File: config.mk
export PLATFORM = sky130hd
export DESIGN_NAME = page_range_counter_unit
export DESIGN_NICKNAME = d
export VERILOG_FILES = /design/src/hdl/prc_pkg.sv /design/src/hdl/prc_close.sv /design/src/hdl/page_range_counter_unit.sv
export VERILOG_INCLUDE_DIRS = /design/src /design/src/hdl
export SDC_FILE = /design/constraint.sdc
export NUM_CORES = 1
export LEC_CHECK = 0
export BUFFER_PORTS_ARGS = -buffer_cell sky130_fd_sc_hd__buf_2
export CAP_MARGIN = 20
export CELL_PAD_IN_SITES_DETAIL_PLACEMENT = 0
export CELL_PAD_IN_SITES_GLOBAL_PLACEMENT = 1
export CORE_MARGIN = 3
export CORE_UTILIZATION = 42
export CTS_CLUSTER_SIZE = 8
export DETAILED_ROUTE_END_ITERATION = 16
export GPL_TIMING_DRIVEN = 0
export PLACE_DENSITY = 0.78
export SLEW_MARGIN = 15
export SYNTH_ARGS = -nofsm -noshare
export SYNTH_HDL_FRONTEND = slang
export SYNTH_SLANG_ARGS = --single-unit
File: constraint.sdc
create_clock -name clk -period 8.1 [get_ports clk]
set_clock_uncertainty 0.15 [all_clocks]
set_input_delay 0 -clock clk [delete_from_list [all_inputs] [get_ports clk]]
set_output_delay 0 -clock clk [all_outputs]
set_load 0.01 [all_outputs]
File: src/hdl/page_range_counter_unit_assert.svh
// Assertion macros for the page range counter unit.
// Expects clk and rst_n in the scope of the module that includes this file.
`ifndef PAGE_RANGE_COUNTER_UNIT_ASSERT_SVH
`define PAGE_RANGE_COUNTER_UNIT_ASSERT_SVH

// Same-cycle implication, disabled during reset.
`define PRC_ASSERT_NOW(lbl, ante, cons, msg) \
  lbl: assert property (@(posedge clk) disable iff (!rst_n) (ante) |-> (cons)) \
    else $error(msg);

// Next-cycle implication, disabled during reset.
`define PRC_ASSERT_NEXT(lbl, ante, cons, msg) \
  lbl: assert property (@(posedge clk) disable iff (!rst_n) (ante) |=> (cons)) \
    else $error(msg);

`endif

File: src/hdl/prc_pkg.sv
// Shared constants, codes and structs of the page range counter.
// No dependencies; imported by prc_close, page_range_counter_unit and the testbench.
`default_nettype none

package prc_pkg;

  localparam int NUM_W = 16;
  localparam int CNT_W = 24;

  localparam logic [NUM_W-1:0] NUM_MAX = {NUM_W{1'b1}};
  localparam logic [CNT_W-1:0] CNT_MAX = {CNT_W{1'b1}};

  localparam logic [7:0] CH_DASH  = 8'h2D;
  localparam logic [7:0] CH_COMMA = 8'h2C;
  localparam logic [7:0] CH_ZERO  = 8'h30;
  localparam logic [7:0] CH_NINE  = 8'h39;

  localparam logic [1:0] DC_ZERO = 2'd0;
  localparam logic [1:0] DC_ONE  = 2'd1;
  localparam logic [1:0] DC_TWO  = 2'd2;

  typedef enum logic [2:0] {
    ST_OK      = 3'd0,
    ST_BADCHAR = 3'd1,
    ST_FORMAT  = 3'd2,
    ST_RANGE   = 3'd3,
    ST_DESCEND = 3'd4
  } status_t;

  typedef enum logic [1:0] {
    CLS_START = 2'd0,
    CLS_DIGIT = 2'd1,
    CLS_DASH  = 2'd2,
    CLS_COMMA = 2'd3
  } cls_t;

  typedef struct packed {
    logic [NUM_W-1:0] acc;
    logic [NUM_W-1:0] start;
    logic [1:0]       dash_count;
    status_t          seg_err;
    logic [CNT_W-1:0] total;
  } seg_t;

  typedef struct packed {
    status_t          seg_err;
    logic [CNT_W-1:0] total;
  } close_t;

endpackage

`default_nettype wire

File: src/hdl/prc_close.sv
// Segment close evaluator: range, order and dash-count checks and saturating page accumulation.
// Depends on prc_pkg.
`default_nettype none

module prc_close (
  input  prc_pkg::seg_t            seg_i,
  input  logic [prc_pkg::NUM_W-1:0] total_pages,
  output prc_pkg::close_t          close_o
);
  import prc_pkg::*;

  logic [NUM_W-1:0] diff;
  logic [NUM_W:0]   n_pages;
  logic [CNT_W:0]   sum;
  logic             do_add;
  logic             acc_bad;

  assign diff    = seg_i.acc - seg_i.start;
  assign acc_bad = (seg_i.acc == '0) || (seg_i.acc > total_pages);

  always_comb begin
    close_o.seg_err = seg_i.seg_err;
    do_add          = 1'b0;
    n_pages         = {{NUM_W{1'b0}}, 1'b1};
    if (seg_i.seg_err == ST_OK) begin
      case (seg_i.dash_count)
        DC_ZERO: begin
          if (acc_bad) close_o.seg_err = ST_RANGE;
          else do_add = 1'b1;
        end
        DC_ONE: begin
          if (seg_i.start == '0) close_o.seg_err = ST_RANGE;
          else if (acc_bad) close_o.seg_err = ST_RANGE;
          else if (seg_i.start > seg_i.acc) close_o.seg_err = ST_DESCEND;
          else begin
            do_add  = 1'b1;
            n_pages = {1'b0, diff} + {{NUM_W{1'b0}}, 1'b1};
          end
        end
        default: close_o.seg_err = ST_FORMAT;
      endcase
    end
  end

  assign sum = {1'b0, seg_i.total} + {{(CNT_W-NUM_W){1'b0}}, n_pages};

  always_comb begin
    close_o.total = seg_i.total;
    if (do_add) close_o.total = sum[CNT_W] ? CNT_MAX : sum[CNT_W-1:0];
  end

endmodule

`default_nettype wire

File: src/hdl/page_range_counter_unit.sv
// Page range counter: parses a page selection string one character per transfer.
// The last character is held in the input register, then its result in the result register.
// Throughput: 1 character per cycle, set by the combinational digit multiply-add and segment
// close path between the two registers; a last character waits while a result is not yet taken.
// Reset (rst_n low, synchronous): clears string state, valid flags, total_pages.
// Depends on prc_pkg, prc_close and page_range_counter_unit_assert.svh.
`default_nettype none
`include "page_range_counter_unit_assert.svh"

module page_range_counter_unit (
  input  logic        clk,
  input  logic        rst_n,
  input  logic        cfg_valid,
  output logic        cfg_ready,
  input  logic [15:0] cfg_data,   // total_pages
  input  logic        in_tvalid,
  output logic        in_tready,
  input  logic [7:0]  in_tdata,   // [7:0] char_code
  input  logic        in_tlast,   // last_char
  output logic        out_tvalid,
  input  logic        out_tready,
  output logic [31:0] out_tdata   // [23:0] page_count, [26:24] status, rest zero
);
  import prc_pkg::*;

  logic [NUM_W-1:0] tp_r;

  logic             in_valid_r, in_valid_nxt;
  logic [7:0]       in_char_r;
  logic             in_last_r;

  logic [NUM_W-1:0] acc_r, acc_nxt;
  logic [NUM_W-1:0] start_r, start_nxt;
  logic [1:0]       dc_r, dc_nxt;
  status_t          seg_err_r, seg_err_nxt;
  logic [CNT_W-1:0] total_r, total_nxt;
  logic             bad_char_r, bad_char_nxt;
  logic             bad_form_r, bad_form_nxt;
  cls_t             prev_r, prev_nxt;

  logic             out_valid_r, out_valid_nxt;
  logic [CNT_W-1:0] out_count_r, out_count_nxt;
  status_t          out_status_r, out_status_nxt;

  logic             proc_fire;
  logic             is_digit, is_dash, is_comma, is_sep;
  logic [NUM_W+3:0] mac;
  logic [NUM_W-1:0] acc_dig;
  seg_t             mid;
  close_t           closed;
  logic             do_close;
  status_t          fin_status;

  assign cfg_ready = 1'b1;

  always_ff @(posedge clk) begin
    if (!rst_n) tp_r <= '0;
    else if (cfg_valid && cfg_ready) tp_r <= cfg_data;
  end

  assign proc_fire = in_valid_r && (!in_last_r || !out_valid_r || out_tready);
  assign in_tready = !in_valid_r || proc_fire;
  assign in_valid_nxt = in_tready ? in_tvalid : in_valid_r;

  always_ff @(posedge clk) begin
    if (!rst_n) in_valid_r <= 1'b0;
    else in_valid_r <= in_valid_nxt;
  end

  always_ff @(posedge clk) begin
    if (in_tvalid && in_tready) begin
      in_char_r <= in_tdata;
      in_last_r <= in_tlast;
    end
  end

  assign is_digit = in_char_r inside {[CH_ZERO:CH_NINE]};
  assign is_dash  = (in_char_r == CH_DASH);
  assign is_comma = (in_char_r == CH_COMMA);
  assign is_sep   = is_dash || is_comma;

  assign mac = {1'b0, acc_r, 3'b000} + {3'b000, acc_r, 1'b0}
             + {{NUM_W{1'b0}}, in_char_r[3:0]};
  assign acc_dig = (mac[NUM_W+3:NUM_W] != 4'd0) ? NUM_MAX : mac[NUM_W-1:0];

  always_comb begin
    mid.acc        = acc_r;
    mid.start      = start_r;
    mid.dash_count = dc_r;
    mid.seg_err    = seg_err_r;
    mid.total      = total_r;
    bad_char_nxt   = bad_char_r;
    bad_form_nxt   = bad_form_r;
    prev_nxt       = prev_r;
    if (is_digit) begin
      mid.acc  = acc_dig;
      prev_nxt = CLS_DIGIT;
    end else if (is_sep) begin
      if (prev_r != CLS_DIGIT) bad_form_nxt = 1'b1;
      if (is_dash) begin
        if (dc_r == DC_ZERO) begin
          mid.start      = acc_r;
          mid.acc        = '0;
          mid.dash_count = DC_ONE;
        end else begin
          mid.dash_count = DC_TWO;
        end
        prev_nxt = CLS_DASH;
      end else begin
        prev_nxt = CLS_COMMA;
      end
    end else begin
      bad_char_nxt = 1'b1;
    end
  end

  prc_close u_close (
    .seg_i       (mid),
    .total_pages (tp_r),
    .close_o     (closed)
  );

  assign do_close = is_comma || (in_last_r && !is_sep);

  always_comb begin
    acc_nxt     = mid.acc;
    start_nxt   = mid.start;
    dc_nxt      = mid.dash_count;
    seg_err_nxt = mid.seg_err;
    total_nxt   = mid.total;
    if (do_close) begin
      acc_nxt     = '0;
      start_nxt   = '0;
      dc_nxt      = DC_ZERO;
      seg_err_nxt = closed.seg_err;
      total_nxt   = closed.total;
    end
  end

  always_comb begin
    if (bad_char_nxt) fin_status = ST_BADCHAR;
    else if (bad_form_nxt || !is_digit) fin_status = ST_FORMAT;
    else fin_status = seg_err_nxt;
  end

  always_ff @(posedge clk) begin
    if (!rst_n) begin
      acc_r      <= '0;
      start_r    <= '0;
      dc_r       <= DC_ZERO;
      seg_err_r  <= ST_OK;
      total_r    <= '0;
      bad_char_r <= 1'b0;
      bad_form_r <= 1'b0;
      prev_r     <= CLS_START;
    end else if (proc_fire) begin
      if (in_last_r) begin
        acc_r      <= '0;
        start_r    <= '0;
        dc_r       <= DC_ZERO;
        seg_err_r  <= ST_OK;
        total_r    <= '0;
        bad_char_r <= 1'b0;
        bad_form_r <= 1'b0;
        prev_r     <= CLS_START;
      end else begin
        acc_r      <= acc_nxt;
        start_r    <= start_nxt;
        dc_r       <= dc_nxt;
        seg_err_r  <= seg_err_nxt;
        total_r    <= total_nxt;
        bad_char_r <= bad_char_nxt;
        bad_form_r <= bad_form_nxt;
        prev_r     <= prev_nxt;
      end
    end
  end

  always_comb begin
    out_valid_nxt  = out_valid_r;
    out_count_nxt  = out_count_r;
    out_status_nxt = out_status_r;
    if (proc_fire && in_last_r) begin
      out_valid_nxt  = 1'b1;
      out_status_nxt = fin_status;
      out_count_nxt  = (fin_status == ST_OK) ? total_nxt : '0;
    end else if (out_tready) begin
      out_valid_nxt = 1'b0;
    end
  end

  always_ff @(posedge clk) begin
    if (!rst_n) out_valid_r <= 1'b0;
    else out_valid_r <= out_valid_nxt;
  end

  always_ff @(posedge clk) begin
    out_count_r  <= out_count_nxt;
    out_status_r <= out_status_nxt;
  end

  assign out_tvalid = out_valid_r;
  assign out_tdata  = {5'b00000, out_status_r, out_count_r};

  `PRC_ASSERT_NOW(a_err_zero_count, out_valid_r && (out_status_r != ST_OK),
    out_count_r == '0, "page count nonzero with error status")
  `PRC_ASSERT_NOW(a_status_legal, out_valid_r,
    (out_status_r == ST_OK) || (out_status_r == ST_BADCHAR) ||
    (out_status_r == ST_FORMAT) || (out_status_r == ST_RANGE) ||
    (out_status_r == ST_DESCEND), "illegal status code")
  `PRC_ASSERT_NEXT(a_clear_after_last, proc_fire && in_last_r,
    (acc_r == '0) && (dc_r == DC_ZERO) && (total_r == '0) && !bad_char_r && !bad_form_r,
    "string state not cleared after last character")
  `PRC_ASSERT_NOW(a_start_needs_dash, dc_r == DC_ZERO, start_r == '0,
    "range start held without a dash")

endmodule

`default_nettype wire

# ---- Yosys cells after proc, flatten, opt, wreduce, memory -nomap -nowiden
# Cells that the tools add are included.
dict set report totals {
  regBits 119
  input_bits 30
  out_inout_bits 35
}
dict set report op_classes {
  addsub 5
  magnitude_cmp 4
  eq_ne 4
  n_mux 51
  n_reduce_logical 27
}
# cell count
set op_table {}
lappend op_table {{2-to-1 mux 16 bit} 6}
lappend op_table {{2-to-1 mux 24 bit} 4}
lappend op_table {{2-to-1 mux 17 bit} 5}
lappend op_table {{2-to-1 mux 34 bit} 2}
lappend op_table {{greater-than comparator 16 bit} 2}
lappend op_table {{logical NOT 16 bit} 2}
lappend op_table {{2-to-1 mux 32 bit} 1}
lappend op_table {{2-to-1 mux 3 bit} 9}
lappend op_table {{adder 24 x 17 -> 25 bit} 1}
lappend op_table {{adder 19 x 17 -> 20 bit} 1}
lappend op_table {{adder 20 x 4 -> 20 bit} 1}
lappend op_table {{2-to-1 mux 18 bit} 1}
lappend op_table {{adder 16 x 1 -> 17 bit, second input constant} 1}
lappend op_table {{== test 8 x 6 -> 1 bit, second input constant} 2}
lappend op_table {{subtractor 16 bit} 1}
lappend op_table {{2-to-1 mux 1 bit} 15}
lappend op_table {{2-to-1 mux 2 bit} 6}
lappend op_table {{>= comparator 8 x 6 -> 1 bit, second input constant} 1}
lappend op_table {{<= comparator 8 x 6 -> 1 bit, second input constant} 1}
lappend op_table {{logical OR 1 bit} 7}
lappend op_table {{logical NOT 3 bit} 2}
lappend op_table {{one-hot mux 3 bit (2 select lines)} 1}
lappend op_table {{logical AND 1 bit} 5}
lappend op_table {{logical NOT 1 bit} 5}
lappend op_table {{8 further kinds} 9}

# ---- Longest topological paths before layout
dict set report logic_depth {
  word_depth 17
  ltp_mapped 36
  mapped_depth_nobuf 34
}

# ---- By module
# Synthesis repeated with hierarchy kept, for this count alone.
dict set report unflattened {
  hier_cells 1098
  area_unflattened_um2 9286.4
}
# module instances cells_each area_per_inst_um2 seq_area_each_um2
set by_module_without_submodules {}
lappend by_module_without_submodules {page_range_counter_unit 1 647 6118.4 2742.6}
lappend by_module_without_submodules {prc_close 1 451 3168.0 0.0}

# ---- Worst setup path after synthesis
# Ideal clock, no wire load.
dict set report synth_path {
  path_kind {register -> register}
  start {register acc_r[0]}
  end {register out_count_r[11], data pin}
  arrival_ns 8.062
  setup_slack_ns -0.269
  path_stages_with_launch 33
  path_buffers 3
  cell_sequence {dfxtp_1 inv_1 fa_1 inv_1 ha_1 a211oi_2 o21ai_1 a211o_1 mux2_4 nor4_4 clkbuf_1 a21oi_1 ha_1 a21o_1 a2111oi_0 o21ai_0 o21ai_0 o31ai_4 or4_1 buf_2 inv_1 nand2_1 fa_1 nor2b_1 o31a_1 o21ai_0 or2_2 a31oi_1 a21oi_1 nor3_1 clkbuf_1 nor3_1 nor3_1}
}
dict set report synth_between {
  elab_chain_len 16
}
# item line_no
set synth_rtl {}
lappend synth_rtl {{start: declaration} page_range_counter_unit.sv:32} ;# logic [NUM_W-1:0] acc_r, acc_nxt;
lappend synth_rtl {{start signal: assignment} page_range_counter_unit.sv:167} ;# acc_r <= acc_nxt;
lappend synth_rtl {{adder 19 x 17 -> 20 bit} page_range_counter_unit.sv:82} ;# assign mac = {1'b0, acc_r, 3'b000} + {3'b000, acc_r, 1'b0}
lappend synth_rtl {{adder 20 x 4 -> 20 bit} page_range_counter_unit.sv:83} ;# + {{NUM_W{1'b0}}, in_char_r[3:0]};
lappend synth_rtl {{nonzero test 4 bit} page_range_counter_unit.sv:84} ;# assign acc_dig = (mac[NUM_W+3:NUM_W] != 4'd0) ? NUM_MAX : mac[NUM_W-1:0];
lappend synth_rtl {{2-to-1 mux 16 bit} page_range_counter_unit.sv:84}
lappend synth_rtl {{2-to-1 mux 16 bit} page_range_counter_unit.sv:95} ;# if (is_digit) begin
lappend synth_rtl {{subtractor 16 bit} prc_close.sv:18} ;# assign diff = seg_i.acc - seg_i.start;
lappend synth_rtl {{adder 16 x 1 -> 17 bit} prc_close.sv:37} ;# n_pages = {1'b0, diff} + {{NUM_W{1'b0}}, 1'b1};
lappend synth_rtl {{2-to-1 mux 17 bit} prc_close.sv:34} ;# else if (seg_i.start > seg_i.acc) close_o.seg_err = ST_DESCEND;
lappend synth_rtl {{2-to-1 mux 17 bit} prc_close.sv:33} ;# else if (acc_bad) close_o.seg_err = ST_RANGE;
lappend synth_rtl {{2-to-1 mux 17 bit} prc_close.sv:32} ;# if (seg_i.start == '0) close_o.seg_err = ST_RANGE;
lappend synth_rtl {{2-to-1 mux 17 bit} prc_close.sv:26} ;# case (seg_i.dash_count)
lappend synth_rtl {{2-to-1 mux 17 bit} prc_close.sv:25} ;# if (seg_i.seg_err == ST_OK) begin
lappend synth_rtl {{adder 24 x 17 -> 25 bit} prc_close.sv:45} ;# assign sum = {1'b0, seg_i.total} + {{(CNT_W-NUM_W){1'b0}}, n_pages};
lappend synth_rtl {{2-to-1 mux 24 bit (2 in series)} prc_close.sv:49} ;# if (do_add) close_o.total = sum[CNT_W] ? CNT_MAX : sum[CNT_W-1:0];
lappend synth_rtl {{2-to-1 mux 24 bit} page_range_counter_unit.sv:131} ;# if (do_close) begin
lappend synth_rtl {{end signal: assignment} page_range_counter_unit.sv:198} ;# out_count_r <= out_count_nxt;
lappend synth_rtl {{end: declaration} page_range_counter_unit.sv:42} ;# logic [CNT_W-1:0] out_count_r, out_count_nxt;
# Parallel ways exist; a longest one is shown, timed or not.
# A chain may end at the register's enable or synchronous reset.

# ---- Worst setup path after layout
dict set report layout_path {
  start {register in_char_r[3]}
  end {register out_count_r[19], data pin}
}
dict set report layout_between {
  elab_chain_len 15
}
# item line_no
set layout_rtl {}
lappend layout_rtl {{start: declaration} page_range_counter_unit.sv:29} ;# logic [7:0] in_char_r;
lappend layout_rtl {{start signal: assignment} page_range_counter_unit.sv:72} ;# in_char_r <= in_tdata;
lappend layout_rtl {{adder 20 x 4 -> 20 bit (tied with other cells)} page_range_counter_unit.sv:83}
lappend layout_rtl {{nonzero test 4 bit (tied with other cells)} page_range_counter_unit.sv:84}
lappend layout_rtl {{2-to-1 mux 16 bit / 2-to-1 mux 34 bit (equally long branches)} {page_range_counter_unit.sv:84, page_range_counter_unit.sv:98}}
lappend layout_rtl {{2-to-1 mux 16 bit / 2-to-1 mux 18 bit (equally long branches)} page_range_counter_unit.sv:95}
lappend layout_rtl {{subtractor 16 bit} prc_close.sv:18}
lappend layout_rtl {{adder 16 x 1 -> 17 bit} prc_close.sv:37}
lappend layout_rtl {{2-to-1 mux 17 bit} prc_close.sv:34}
lappend layout_rtl {{2-to-1 mux 17 bit} prc_close.sv:33}
lappend layout_rtl {{2-to-1 mux 17 bit} prc_close.sv:32}
lappend layout_rtl {{2-to-1 mux 17 bit} prc_close.sv:26}
lappend layout_rtl {{2-to-1 mux 17 bit} prc_close.sv:25}
lappend layout_rtl {{adder 24 x 17 -> 25 bit} prc_close.sv:45}
lappend layout_rtl {{2-to-1 mux 24 bit (2 in series)} prc_close.sv:49}
lappend layout_rtl {{2-to-1 mux 24 bit} page_range_counter_unit.sv:131}
# Parallel ways exist; a longest one is shown, timed or not.

==> impl_metrics.csv <==
group,metric,value,unit
timing,tightest_slew,0.9026,ns
routing,drcViolationCount,0,
timing,slew_violations,0,
timing,tns,0,ns
clock_network,cts_buffer_depth,2,
yosys,ys_seq_area_frac,0.2972,
setup_path,start_kind,"flop",
floorplanning,core_area,21290,sq um
timing,fin_crit_sh,0.9803,
yosys,synth.area.top_cells,"dfxtp_1 (18%), edfxtp_1 (12%), ha_1 (11%)",
run,cap_violations,0,
routing,ant_nets,0,
place,dp_hpwl,19960,um
yosys,synth_area_leader_cell,"dfxtp_1",
timing,max_slew_margin,0.3955,
min_path,hold_path_class,"in2reg",
grt,grtUsageTotal,0.2273,
final_layout,final_cell_mix,"nor2_1 (96), dfxtp_1 (81), nand2_1 (79), o21ai_0 (79)",
setup_path,slowest_stage,"fa_1",
clock_network,cts_buffers,17,
final_layout,post-route-util,0.5542,
routing,drt_iter0_markers,612,
timing,hold_viol_final,0,
floorplanning,dieArea,23790,sq um
grt,overflow,0,
yosys,synthCells,1110,
place,dp_slack,-2.083,ns
final_layout,layout_commonest_cell,"nor2_1",
pwr,clkPwrFrac,0.471,
routing,totalWireLength,27650,um
clock_network,cts_tree,"done",
clock_network,clock_sinks,119,
final_layout,areaGrowthSynthToFinish,27.84,%
grt,grt_pass1_vias,8412,
timing,timing.fmax,0.1259,GHz
pwr,pwr-share-seq,0.382,
floorplanning,rows,53,
clock_network,path_clk_slew,0.06,ns
final_layout,diodes,0,
setup_path,cp_slowest_stage_delay,0.57,ns
grt,antenna_found_initial,0,
setup_path,crit_buf_inv,5,
floorplanning,initial_core_util,0.4335,
final_layout,final_nets,1376,
pwr,power.switching,452.2,uW
pwr,p_per_area,140.3,nW/um^2
timing,hold_ws,0.1394,ns
pwr,max-vdd-ir-drop,156.1,uV
setup_path,crit_family,"compound AO/OA/AOI/OAI gates",
setup_path,critPathCaptureType,"flop",
routing,drt-pass1-iter-count,5,
final_layout,instances_no_fill,1548,
setup_path,critPathKind,"reg2reg",
yosys,synth_edf_count,36,
yosys,synthArstFlopShare,0,
yosys,ys_ff_latch,119,
yosys,synthFlopType,"dfxtp_1",
grt,grt_pass1_wl,44240,um
pwr,p_leak,0.004748,uW
timing,period_needed,7.940,ns
clock_network,root_buffer,"clkbuf_16",
routing,viasPerCell,5.702,
yosys,synth_cell_types,84,
setup_path,required,8.12,ns
setup_path,crit_fanout,6,
yosys,synthDominantCellAreaShare,0.1801,
pwr,p_int,1203,uW
routing,vias,8826,
floorplanning,die_w,154.2,um
final_layout,drive_above_1_share,0.2145,
yosys,yosys_warnings,0,
grt,grt_max_degree,31,
routing,routedWlPerCell,17.86,um
floorplanning,pin_count,65,
place,dp_cells,1447,
floorplanning,die_height,154.2,um
setup_path,critPathArrivalTime,7.96,ns
yosys,syn_area,9228,sq um
pwr,switching_share,0.2732,
clock_network,clkLatencyLatePin,0.42,ns
timing,fin_ws,0.1596,ns
timing,setup_viol,0,
clock_network,htreeDepth,4,
place,io_buffers,57,
place,gp_congestion,0.8623,
pwr,comb_power_share,0.147,
status,outcome,"finished clean",
yosys,syn_avg_cell_area,8.313,sq um
state kept, by name, summed over array words and instances (netlist names):
register,flops
out_count_r,24
out_tvalid,1
acc_r,16
bad_form_r,1
seg_err_r,3
in_char_r,8
out_status_r,3
bad_char_r,1
in_last_r,1
total_r,24
tp_r,16
start_r,16
prev_r,2
in_valid_r,1
dc_r,2
cells by family (layout without fill, tap and decap cells):
kind of cell	after synthesis	count (layout)	synth area share
muxes	35	35	0.03864
DFF	119	119	0.2972
adders and majority gates	86	86	0.1199
and+or+nand+nor	392	392	0.2182
xor gates and xnor gates	48	48	0.04556
buffers and inverters	104	263	0.04691
other	2	6	0.0008139
AOI/OAI and AO/OA	324	324	0.2328
routing by layer:
metal,vias up,track usage,wire [um]
met5,-,0,0
met4,0,0.06644,602
met3,37,0.03470,1332
met2,253,0.3636,12820
met1,4196,0.3192,12900
li1,4340,-,-
final timing paths:
path | from | to | slack (ns) | cells past startpoint
min reg2reg | total_r[0] | total_r[0] | 0.32 | 2
max reg2reg | in_char_r[3] | out_count_r[19] | 0.16 | 36
min | in_tlast | in_last_r | 0.14 | 2
max | in_char_r[3] | out_count_r[19] | 0.16 | 36
final cells by class:
type / instances / area, sq um
inverters: 48 / 182.7
repair buffers: 135 / 972.2
fillers: 1925 / 9490
clock inverters: 11 / 110.1
plain buffers: 48 / 247.7
clock buffers: 21 / 493.0
multi-input cells: 891 / 6696
flip-flops and latches: 119 / 2750
well taps: 275 / 344.1
synthesized netlist by cell type, types with 33 or more instances:
cell      count
o21ai_0      94
nor2_1      103
nor2b_1      48
ha_1         82
edfxtp_1     36
nand2_1      83
a21oi_1      82
inv_1        48
mux2i_1      33
clkbuf_1     35
dfxtp_1      83
worst reg2reg max path: cells and delay by family, from the launching register on:
family                   cells  cell delay, ns
adder cells (fa/ha/maj)      5            1.64
buffers and inverters        5            0.65
XOR/XNOR                     2            0.36
AND/OR/NAND/NOR             12            1.87
AO/OA/AOI/OAI               11            2.31
flip-flops                   1            0.38
multiplexers                 1            0.33
power groups by stage:
stage / combinational (uW) / sequential, uW / clock (uW)
3_3_place_gp: 186 / 645 / 0
3_5_place_dp: 187 / 646 / 0
5_1_grt: 267 / 634 / 817
2_1_floorplan: 133 / 645 / 0
4_1_cts: 215 / 632 / 790
6_report: 243 / 632 / 780
metrics by stage:
stage	power (uW)	cell area [sq um]
3_3_place_gp	831.1	9883
6_report	1655	11800
4_1_cts	1637	11210
5_1_grt	1717	11800
2_1_floorplan	777.7	9254
3_5_place_dp	832.3	9889
repair_timing:
| item | in CTS | in global routing |
|---|---|---|
| hold endpoints to repair | 45 | 0 |
| buffers inserted | 22 | 20 |
| hold buffers | 35 | 0 |
| gates resized for setup | 58 | 93 |
| pin swaps | 21 | 53 |
| setup endpoints to repair | 48 | 48 |
No activity file was read; power rests on OpenSTA's default activity.
